<file path="src/sv/rhc_pkg.sv">
package rhc_pkg;
    localparam int unsigned HueW = 9;
    localparam logic CMD_TO_HSV = 1'b0;
    localparam logic CMD_TO_RGB = 1'b1;
endpackage

</file>
<file path="src/sv/rgb_hsv_converter_unit.sv">
// RGB <-> HSV color converter, 8-bit channels.
// Input channel: in_valid/in_ready carry one request (command plus all fields).
// command 0 converts red/green/blue to hue/sat/val; command 1 converts
// hue/sat/val (hue signed, wrapped mod 360) to red/green/blue and copies alpha.
// Unused result fields read as zero.
// Output channel: out_valid/out_ready carry one result per request, in order.
// Throughput: one request per cycle unless out_ready stalls the pipeline.
// The hue and saturation quotients use a restoring divider unrolled across
// stages 3 to 5: three hue quotient bits per stage, and three, three and two
// saturation quotient bits.
// Reset clears every valid bit; payload registers are not reset.
// When out_ready is low and the last stage is full the whole pipeline holds, and
// in_ready drops only in that case, so nothing is lost or repeated.
module rgb_hsv_converter_unit
(
    input  logic                         clk,
    input  logic                         rst_n,
    input  logic                         in_valid,
    output logic                         in_ready,
    input  logic                         command,
    input  logic [7:0]                   red_in,
    input  logic [7:0]                   green_in,
    input  logic [7:0]                   blue_in,
    input  logic signed [15:0]           hue_in,
    input  logic [7:0]                   sat_in,
    input  logic [7:0]                   val_in,
    input  logic [7:0]                   alpha_in,
    output logic                         out_valid,
    input  logic                         out_ready,
    output logic [7:0]                   red_out,
    output logic [7:0]                   green_out,
    output logic [7:0]                   blue_out,
    output logic [7:0]                   alpha_out,
    output logic [rhc_pkg::HueW-1:0]     hue_out,
    output logic [7:0]                   sat_out,
    output logic [7:0]                   val_out
);
    import rhc_pkg::*;

    localparam int NS = 6;

    // restoring division steps for the hue quotient, bits hi down to lo
    function automatic logic [25:0] hue_div_step(logic [16:0] rem, logic [8:0] quo,
                                                 logic [7:0] dv, int hi, int lo);
        logic [16:0] r;
        logic [8:0]  q;
        r = rem;
        q = quo;
        for (int i = hi; i >= lo; i--)
        begin
            if (r >= (17'(dv) << i))
            begin
                r    = r - (17'(dv) << i);
                q[i] = 1'b1;
            end
        end
        return {q, r};
    endfunction

    // restoring division steps for the saturation quotient
    function automatic logic [25:0] sat_div_step(logic [17:0] rem, logic [7:0] quo,
                                                 logic [8:0] dv, int hi, int lo);
        logic [17:0] r;
        logic [7:0]  q;
        r = rem;
        q = quo;
        for (int i = hi; i >= lo; i--)
        begin
            if (r >= (18'(dv) << i))
            begin
                r    = r - (18'(dv) << i);
                q[i] = 1'b1;
            end
        end
        return {q, r};
    endfunction

    // pipeline control: whole pipe advances when the tail can move
    logic [NS-1:0] vld_reg;
    logic          adv;
    assign adv       = !vld_reg[NS-1] || out_ready;
    assign in_ready  = adv;
    assign out_valid = vld_reg[NS-1];

    always_ff @(posedge clk or negedge rst_n)
    begin
        if (!rst_n)
        begin
            vld_reg <= '0;
        end
        else if (adv)
        begin
            vld_reg <= {vld_reg[NS-2:0], in_valid};
        end
    end

    // ---------------- stage 1: min/max, hue offset ----------------
    logic        c1_reg;
    logic [7:0]  mx1_reg, dl1_reg, a1_reg, s1_reg, v1_reg;
    logic signed [11:0] hn1_reg;   // sextant numerator over 60, -255..1275
    logic [16:0] hoff1_reg;
    logic [7:0]  mx_c, mn_c, dl_c;
    logic signed [11:0] hn_c;
    logic [16:0] hoff_c;

    always_comb
    begin
        mx_c = red_in;
        mn_c = red_in;
        if (green_in > mx_c) mx_c = green_in;
        if (blue_in  > mx_c) mx_c = blue_in;
        if (green_in < mn_c) mn_c = green_in;
        if (blue_in  < mn_c) mn_c = blue_in;
        dl_c = mx_c - mn_c;
        if (red_in >= mx_c)
            hn_c = signed'({4'b0, green_in}) - signed'({4'b0, blue_in});
        else if (green_in >= mx_c)
            hn_c = signed'({3'b0, dl_c, 1'b0})
                 + signed'({4'b0, blue_in}) - signed'({4'b0, red_in});
        else
            hn_c = signed'({2'b0, dl_c, 2'b0})
                 + signed'({4'b0, red_in}) - signed'({4'b0, green_in});
        // 33120 = 92*360 makes the hue non-negative without changing it mod 360
        hoff_c = 17'(hue_in) + 17'd33120;
    end

    always_ff @(posedge clk)
    begin
        if (adv)
        begin
            c1_reg    <= command;
            mx1_reg   <= mx_c;
            dl1_reg   <= dl_c;
            hn1_reg   <= hn_c;
            hoff1_reg <= hoff_c;
            s1_reg    <= sat_in;
            v1_reg    <= val_in;
            a1_reg    <= alpha_in;
        end
    end

    // ---------------- stage 2: numerators, hue mod 360 ----------------
    // hsv: hue numerator 60*hn (+360*delta), sat numerator 510*delta+max
    // rgb: floor(x/360) by reciprocal 93207/2^25, exact for x < 2^18
    logic        c2_reg;
    logic [7:0]  mx2_reg, dl2_reg, a2_reg, s2_reg, v2_reg;
    logic [16:0] hnum2_reg;
    logic [17:0] snum2_reg;
    logic [8:0]  hh2_reg;
    logic signed [17:0] hs_c;
    logic [33:0] hprod_c;
    logic [8:0]  hh_c;

    always_comb
    begin
        hs_c = 18'(hn1_reg) * 18'sd60;
        if (hs_c < 0) hs_c = hs_c + 18'(signed'({10'b0, dl1_reg})) * 18'sd360;
        hprod_c = 34'(hoff1_reg) * 34'd93207;
        hh_c    = 9'(hoff1_reg - 17'(hprod_c[33:25]) * 17'd360);
    end

    always_ff @(posedge clk)
    begin
        if (adv)
        begin
            c2_reg    <= c1_reg;
            mx2_reg   <= mx1_reg;
            dl2_reg   <= dl1_reg;
            a2_reg    <= a1_reg;
            s2_reg    <= s1_reg;
            v2_reg    <= v1_reg;
            hnum2_reg <= hs_c[16:0];
            snum2_reg <= 18'(dl1_reg) * 18'd510 + 18'(mx1_reg);
            hh2_reg   <= hh_c;
        end
    end

    // ---------------- stage 3: sextant, products; first quotient bits -------
    logic        c3_reg;
    logic [7:0]  mx3_reg, dl3_reg, a3_reg, v3_reg;
    logic [16:0] hr3_reg;
    logic [8:0]  hq3_reg;
    logic [17:0] sr3_reg;
    logic [7:0]  sq3_reg;
    logic [2:0]  sx3_reg;
    logic [15:0] pn3_reg;
    logic [13:0] sf3_reg, sg3_reg;
    logic [5:0]  f_c;
    logic [2:0]  sx_c;
    logic [25:0] hd3_c, sd3_c;

    always_comb
    begin
        if (hh2_reg >= 9'd300)      sx_c = 3'd5;
        else if (hh2_reg >= 9'd240) sx_c = 3'd4;
        else if (hh2_reg >= 9'd180) sx_c = 3'd3;
        else if (hh2_reg >= 9'd120) sx_c = 3'd2;
        else if (hh2_reg >= 9'd60)  sx_c = 3'd1;
        else                        sx_c = 3'd0;
        f_c = 6'(hh2_reg - 9'(sx_c) * 9'd60);
    end

    assign hd3_c = hue_div_step(hnum2_reg, 9'd0, dl2_reg, 8, 6);
    assign sd3_c = sat_div_step(snum2_reg, 8'd0, {mx2_reg, 1'b0}, 7, 5);

    always_ff @(posedge clk)
    begin
        if (adv)
        begin
            c3_reg  <= c2_reg;
            mx3_reg <= mx2_reg;
            dl3_reg <= dl2_reg;
            a3_reg  <= a2_reg;
            v3_reg  <= v2_reg;
            hr3_reg <= hd3_c[16:0];
            hq3_reg <= hd3_c[25:17];
            sr3_reg <= sd3_c[17:0];
            sq3_reg <= sd3_c[25:18];
            sx3_reg <= sx_c;
            pn3_reg <= v2_reg * (8'd255 - s2_reg);
            sf3_reg <= 14'(s2_reg) * 14'(f_c);
            sg3_reg <= 14'(s2_reg) * 14'(6'd60 - f_c);
        end
    end

    // ---------------- stage 4: p, q/t numerators; middle quotient bits ------
    logic        c4_reg;
    logic [7:0]  mx4_reg, dl4_reg, a4_reg, v4_reg, p4_reg;
    logic [16:0] hr4_reg;
    logic [8:0]  hq4_reg;
    logic [17:0] sr4_reg;
    logic [7:0]  sq4_reg;
    logic [2:0]  sx4_reg;
    logic [21:0] qn4_reg, tn4_reg;
    logic [25:0] hd4_c, sd4_c;

    assign hd4_c = hue_div_step(hr3_reg, hq3_reg, dl3_reg, 5, 3);
    assign sd4_c = sat_div_step(sr3_reg, sq3_reg, {mx3_reg, 1'b0}, 4, 2);

    always_ff @(posedge clk)
    begin
        if (adv)
        begin
            c4_reg  <= c3_reg;
            mx4_reg <= mx3_reg;
            dl4_reg <= dl3_reg;
            a4_reg  <= a3_reg;
            v4_reg  <= v3_reg;
            hr4_reg <= hd4_c[16:0];
            hq4_reg <= hd4_c[25:17];
            sr4_reg <= sd4_c[17:0];
            sq4_reg <= sd4_c[25:18];
            sx4_reg <= sx3_reg;
            // divide by 255: (x + 1 + (x>>8)) >> 8 exact for x < 65536
            p4_reg  <= 8'((17'(pn3_reg) + 17'd1 + 17'(pn3_reg[15:8])) >> 8);
            qn4_reg <= 22'(v3_reg) * 22'(14'd15300 - sf3_reg);
            tn4_reg <= 22'(v3_reg) * 22'(14'd15300 - sg3_reg);
        end
    end

    // ---------------- stage 5: q,t over 60; last quotient bits --------------
    // x/60 = (x>>2)/15, by reciprocal 1118482/2^24, exact for x>>2 < 2^20
    logic        c5_reg;
    logic [7:0]  mx5_reg, dl5_reg, a5_reg, v5_reg, p5_reg, sat5_reg;
    logic [8:0]  hue5_reg;
    logic [2:0]  sx5_reg;
    logic [15:0] qd5_reg, td5_reg;
    logic [40:0] qprod_c, tprod_c;
    logic [25:0] hd5_c, sd5_c;

    assign hd5_c   = hue_div_step(hr4_reg, hq4_reg, dl4_reg, 2, 0);
    assign sd5_c   = sat_div_step(sr4_reg, sq4_reg, {mx4_reg, 1'b0}, 1, 0);
    assign qprod_c = 41'(qn4_reg[21:2]) * 41'd1118482;
    assign tprod_c = 41'(tn4_reg[21:2]) * 41'd1118482;

    always_ff @(posedge clk)
    begin
        if (adv)
        begin
            c5_reg   <= c4_reg;
            mx5_reg  <= mx4_reg;
            dl5_reg  <= dl4_reg;
            a5_reg   <= a4_reg;
            v5_reg   <= v4_reg;
            p5_reg   <= p4_reg;
            sx5_reg  <= sx4_reg;
            hue5_reg <= hd5_c[25:17];
            sat5_reg <= sd5_c[25:18];
            qd5_reg  <= 16'(qprod_c >> 24);
            td5_reg  <= 16'(tprod_c >> 24);
        end
    end

    // ---------------- stage 6: q,t over 255, sextant select, output ---------
    logic [7:0] q_c, t_c, r_c, g_c, b_c;

    always_comb
    begin
        q_c = 8'((17'(qd5_reg) + 17'd1 + 17'(qd5_reg[15:8])) >> 8);
        t_c = 8'((17'(td5_reg) + 17'd1 + 17'(td5_reg[15:8])) >> 8);
        case (sx5_reg)
            3'd0:    begin r_c = v5_reg; g_c = t_c;    b_c = p5_reg; end
            3'd1:    begin r_c = q_c;    g_c = v5_reg; b_c = p5_reg; end
            3'd2:    begin r_c = p5_reg; g_c = v5_reg; b_c = t_c;    end
            3'd3:    begin r_c = p5_reg; g_c = q_c;    b_c = v5_reg; end
            3'd4:    begin r_c = t_c;    g_c = p5_reg; b_c = v5_reg; end
            default: begin r_c = v5_reg; g_c = p5_reg; b_c = q_c;    end
        endcase
    end

    always_ff @(posedge clk)
    begin
        if (adv)
        begin
            if (c5_reg == CMD_TO_RGB)
            begin
                red_out   <= r_c;
                green_out <= g_c;
                blue_out  <= b_c;
                alpha_out <= a5_reg;
                hue_out   <= '0;
                sat_out   <= '0;
                val_out   <= '0;
            end
            else
            begin
                red_out   <= '0;
                green_out <= '0;
                blue_out  <= '0;
                alpha_out <= '0;
                val_out   <= mx5_reg;
                // grey input: hue and saturation are zero
                if (dl5_reg == '0)
                begin
                    hue_out <= '0;
                    sat_out <= '0;
                end
                else
                begin
                    hue_out <= (hue5_reg >= 9'd360) ? hue5_reg - 9'd360 : hue5_reg;
                    sat_out <= sat5_reg;
                end
            end
        end
    end
endmodule

</file>
<file path="config.mk">
export PLATFORM = sky130hd
export DESIGN_NAME = rgb_hsv_converter_unit
export DESIGN_NICKNAME = d
export VERILOG_FILES = /design/src/sv/rhc_pkg.sv /design/src/sv/rgb_hsv_converter_unit.sv
export SDC_FILE = /design/constraint.sdc
export NUM_CORES = 2
export LEC_CHECK = 0
export ABC_AREA = 1
export ABC_CLOCK_PERIOD_IN_PS = 22600
export BUFFER_PORTS_ARGS = -buffer_cell sky130_fd_sc_hd__buf_2
export CAP_MARGIN = 20
export CORE_UTILIZATION = 45
export DETAILED_ROUTE_END_ITERATION = 10
export PLACE_DENSITY_LB_ADDON = 0.25
export SLEW_MARGIN = 20
export SYNTH_ARGS = -nofsm -noshare
export SYNTH_HDL_FRONTEND = slang
export SYNTH_SLANG_ARGS = --single-unit
</file>
<file path="constraint.sdc">
create_clock -name clk -period 22.6 [get_ports clk]
set_input_delay 1.13 -clock clk [delete_from_list [all_inputs] [get_ports clk]]
set_output_delay 1.13 -clock clk [all_outputs]
set_load 0.03 [all_outputs]
</file>
Word level (Yosys, flattened, before mapping) --
Cells that the tools add are included.
Storage, ports and cells: bits in registers 567, latch bits 0, output and inout bits 59, bits in writable memories 0, bits in read-only memories 0, memories 0
Operators by class: shift-type cells 0, multiply operators 13, add/sub/neg operators 37, multiplexer cells 37, bitwise operators 0, magnitude comparators 30, reductions and logical operators 9, equality and inequality tests 4, divide/modulo/power cells 0
Operator list (count):
- 17-bit two-way mux | 9
- 18-bit two-way mux | 7
- 20-bit by 20-bit multiplier with 39-bit output, second input constant | 2
- 8-bit one-hot mux with 3 select lines | 3
- 16-bit by 1-bit adder with 16-bit output, second input constant | 3
- 16-bit by 8-bit adder with 16-bit output | 3
- 9-bit by 15-bit multiplier with 22-bit output | 2
- 17-bit by 17-bit multiplier with 34-bit output, second input constant | 1
- 8-bit two-way mux | 4
- 14-bit by 14-bit subtractor with 15-bit output, first input constant | 2
- 12-bit two-way mux | 2
- 17-bit by 8-bit adder with 18-bit output | 1
- 18-bit by 10-bit >= comparator with 1-bit output | 1
- 18-bit by 11-bit >= comparator with 1-bit output | 1
- 18-bit by 12-bit >= comparator with 1-bit output | 1
- 18-bit by 13-bit >= comparator with 1-bit output | 1
- 18-bit by 14-bit >= comparator with 1-bit output | 1
- 18-bit by 15-bit >= comparator with 1-bit output | 1
- 18-bit by 16-bit >= comparator with 1-bit output | 1
- 18-bit by 9-bit >= comparator with 1-bit output | 1
- 9-bit by 8-bit >= comparator with 1-bit output, second input constant | 2
- 9-bit >= comparator, second input constant | 2
- 18-bit by 1-bit less-than comparator with 1-bit output, second input constant | 1
- 18-bit by 10-bit subtractor with 18-bit output | 1
- other kinds (60) | 77

Longest topological paths before layout --
word-level depth 10, depth in mapped cells 47, mapped depth without buffers 46

Worst setup path before layout --
OpenSTA, ideal clock, no wires.
path kind input to register, from in out_ready, to reg vld_reg[1], data required time 21849 ps, path slack 4877 ps, setup time 751 ps, cell stages on the path 4, arrival time 16972 ps, buffers on the path 1, path through inv_1 > nand2_1 > clkbuf_1 > a21oi_1
Between the ends: word-level cells in the longest chain between the ends 1
RTL lines:
- start, declared | line rgb_hsv_converter_unit.sv:29 | input logic out_ready,
- 1-bit logical OR | line rgb_hsv_converter_unit.sv:81 | assign adv = !vld_reg[NS-1] || out_ready;
- named net in_ready | line rgb_hsv_converter_unit.sv:19 | output logic in_ready,
- end signal, assigned | line rgb_hsv_converter_unit.sv:93 | vld_reg <= {vld_reg[NS-2:0], in_valid};
- end, declared | line rgb_hsv_converter_unit.sv:79 | logic [NS-1:0] vld_reg;
The timed path passes the listed nets, and every way through them passes these cells. A chain may end at the register's enable or synchronous reset.

Final worst setup path --
from reg hoff1_reg[4], to reg hh2_reg[8], data pin
Between the ends: word-level cells in the longest chain between the ends 3
RTL lines:
- start, declared | line rgb_hsv_converter_unit.sv:101 | logic [16:0] hoff1_reg;
- start signal, assigned | line rgb_hsv_converter_unit.sv:135 | hoff1_reg <= hoff_c;
- 17-bit by 17-bit multiplier with 34-bit output | line rgb_hsv_converter_unit.sv:158 | hprod_c = 34'(hoff1_reg) * 34'd93207;
- 9-bit by 6-bit multiplier with 6-bit output | line rgb_hsv_converter_unit.sv:159 | hh_c = 9'(hoff1_reg - 17'(hprod_c[33:25]) * 17'd360);
- 9-bit subtractor * | line rgb_hsv_converter_unit.sv:159
- named net hh_c[8] | line rgb_hsv_converter_unit.sv:152 | logic [8:0] hh_c;
- end signal, assigned | line rgb_hsv_converter_unit.sv:174 | hh2_reg <= hh_c;
- end, declared | line rgb_hsv_converter_unit.sv:149 | logic [8:0] hh2_reg;
The timed path passes the listed nets; every way through them passes the cells marked *.

==> qor.yml <==
outcome:
  status: "finished, final reports clean"
drt:
  vias_per_cell: 5.061
  drc: 0
  routed-via-count: 46260
  routed_wirelength_mm: 144.6
  postRouteAntennaNets: 0
  drt-initial-drc-count: 2369
  wl_per_cell_um: 15.82
  dr.pass1.iters: 5
logic_synthesis:
  synth_cell_types: 66
  seq_area_frac_synth: 0.2653
  synth-main-ff-cell: "edfxtp_1"
  syn-num-nets: 8657
  avgSynthCellArea_um2: 8.751
  synth-edff-count: 547
  synth-seq-cells: 553
  synth_warnings: 0
  async_flop_share: 0.01085
  synth_top_area_cell: "edfxtp_1"
  netlist_area_mm2: 0.06249
  synth.area.top_cells: "edfxtp_1 26%, ha_1 18%, fa_1 17%, inv_1 9.4%, nand2_1 7.1%"
  netlist_instances: 7141
  synth_top_area_frac: 0.2629
sta:
  fin_skew_ns: 0.02210
  slew_viol_final: 0
  rsz0062_at_grt: "false"
  setup_viol: 0
  slew_headroom: 0.2481
  finalSetupTns_ns: 0
  hold_viol_final: 0
  tightestPinTransition_ns: 1.116
  fin_ws_ns: 14.66
  finalCriticalPeriod_ns: 7.943
  clock.fmax_ghz: 0.1259
  finalCritPeriodShare: 0.3515
die:
  die-area_mm2: 0.1404
  rows: 136
  io_pins: 128
  initial_core_util: 0.4539
  die_w_um: 374.6
  die_y_um: 374.6
  core_area_mm2: 0.1377
placement:
  post-place-ws_ns: 14.19
  gp_congestion: 0.9169
  placed_cell_area_mm2: 0.06521
  port_buffers: 127
  place_hpwl_mm: 121.5
clock_network:
  cts_max_path_buffers: 3
  clkLatencyLatePin_ns: 0.67
  cts_tree: "yes"
  cts.htree.levels: 3
  post_cts_buffers: 0
  cts-root-buf: "clkbuf_16"
  cts-hold-fix-buffers: 0
  cts_sinks: 553
  clkTransAtPathRegs_ns: 0.05
  numCtsBuffers: 71
  cts_resized: 0
worst_setup_path:
  cp-endpoint: "hh2_reg[8]"
  r2r_slack_ns: 14.66
  crit_path_frequent_cell: "inv_1"
  rr_worst_depth: 33
  r2r-end: "hh2_reg[8]"
  regToRegStartpoint: "hoff1_reg[4]"
  startpoint_type: "flop"
  path_class: "flop to flop"
  cp_max_fo: 7
  critPathCaptureType: "flop"
  cp_slowest_cell: "edfxtp_1"
  cp.required_ns: 23.03
  critPathArrivalTime_ns: 8.37
  critPathMaxStageDelay_ns: 0.58
  startpoint: "hoff1_reg[4]"
final_layout:
  layout-drive-gt1-share: 0.05512
  final_util: 0.4909
  final_common_cell: "inv_1"
  nets: 8805
  final_cell_mix: "1,573 x inv_1, 1,186 x nand2_1, 920 x ha_1"
  n_antenna_cell: 0
  fin_area_mm2: 0.06758
  area_growth_pct: 8.141
grt:
  grtUsageTotal: 0.2097
  grt.overflow.total: 0
  first_global_vias: 46820
  grt_antenna_before_repair: 1
  grt_start_max_net_pins: 71
  grt_pass1_wl_mm: 238.7
job:
  maxCapViolations: 0
min_path:
  hold_path.class: "input port to async pin"
==> synth_stat cells, types with 13 or more instances <==
| cell type | number |
|---|---|
| clkbuf_1 | 59 |
| xnor2_1 | 131 |
| nor2_1 | 553 |
| nand2_2 | 32 |
| or2_2 | 30 |
| a21oi_1 | 396 |
| a31oi_1 | 29 |
| fa_1 | 527 |
| a21o_1 | 21 |
| nor4_1 | 22 |
| nand4_1 | 72 |
| o21bai_1 | 25 |
| nor3_1 | 58 |
| nand3_1 | 234 |
| xor2_1 | 214 |
| inv_2 | 19 |
| o211ai_1 | 29 |
| o21ai_0 | 277 |
| nand2_1 | 1187 |
| inv_1 | 1573 |
| edfxtp_1 | 547 |
| nor2_2 | 13 |
| ha_1 | 920 |
==> worst max-delay path: cells and delay by family, from the launching register on <==
family                   cells  cell delay (ns)
AO/OA/AOI/OAI                5             0.94
XOR/XNOR                     2             0.41
adder cells (fa/ha/maj)     12             4.71
buffers and inverters        7             0.43
flip-flops                   1             0.58
AND/OR/NAND/NOR              7             0.60
==> worst min path at each step <==
stage                          start           to  slack (ns)  depth (start not counted)
after floorplan            a1_reg[0]    a2_reg[0]        0.40                          0
after global placement    sq4_reg[3]  sat5_reg[3]        0.40                          0
after detailed placement   a2_reg[4]    a3_reg[4]        0.40                          0
after CTS                      rst_n   vld_reg[0]        0.22                          1
after global routing           rst_n   vld_reg[3]        0.24                          1
final                          rst_n   vld_reg[2]        0.27                          1
==> metal layers <==
layer  vias to the layer above  track usage  part of all wire
li1                      23290            -                 -
met2                       805       0.3662              0.48
met4                         2      0.05305             0.023
met1                     21980       0.2772              0.46
met5                         -            0           0.00010
met3                       182      0.02096             0.033
==> cells by family after synthesis <==
logic type,share of synthesized area
flip-flops,0.2653
buffers and inverters,0.1007
AND/OR/NAND/NOR,0.1544
XOR/XNOR,0.04836
adder cells (fa/ha/maj),0.3530
AO/OA/AOI/OAI,0.07831
==> final cells by class <==
type                    count  area, um2
repair buffers            144      763.2
clock inverters            50      515.5
fillers                 13080      70090
multi-input cells        4924      39630
flip-flops and latches    553      16580
clock buffers              81       1856
inverters                1595       5987
well taps                1794       2245
==> through the flow <==
step	hold slack [ns]	cells
after detailed placement	0.4045	9010
after CTS	0.2207	9141
after global routing	0.2362	9141
after floorplan	0.4003	7141
after global placement	0.4014	9010
final	0.2722	9141
Power is left out: the tool's default activity adds up to more than one toggle a clock period on the data nets, which glitch-free logic cannot reach.
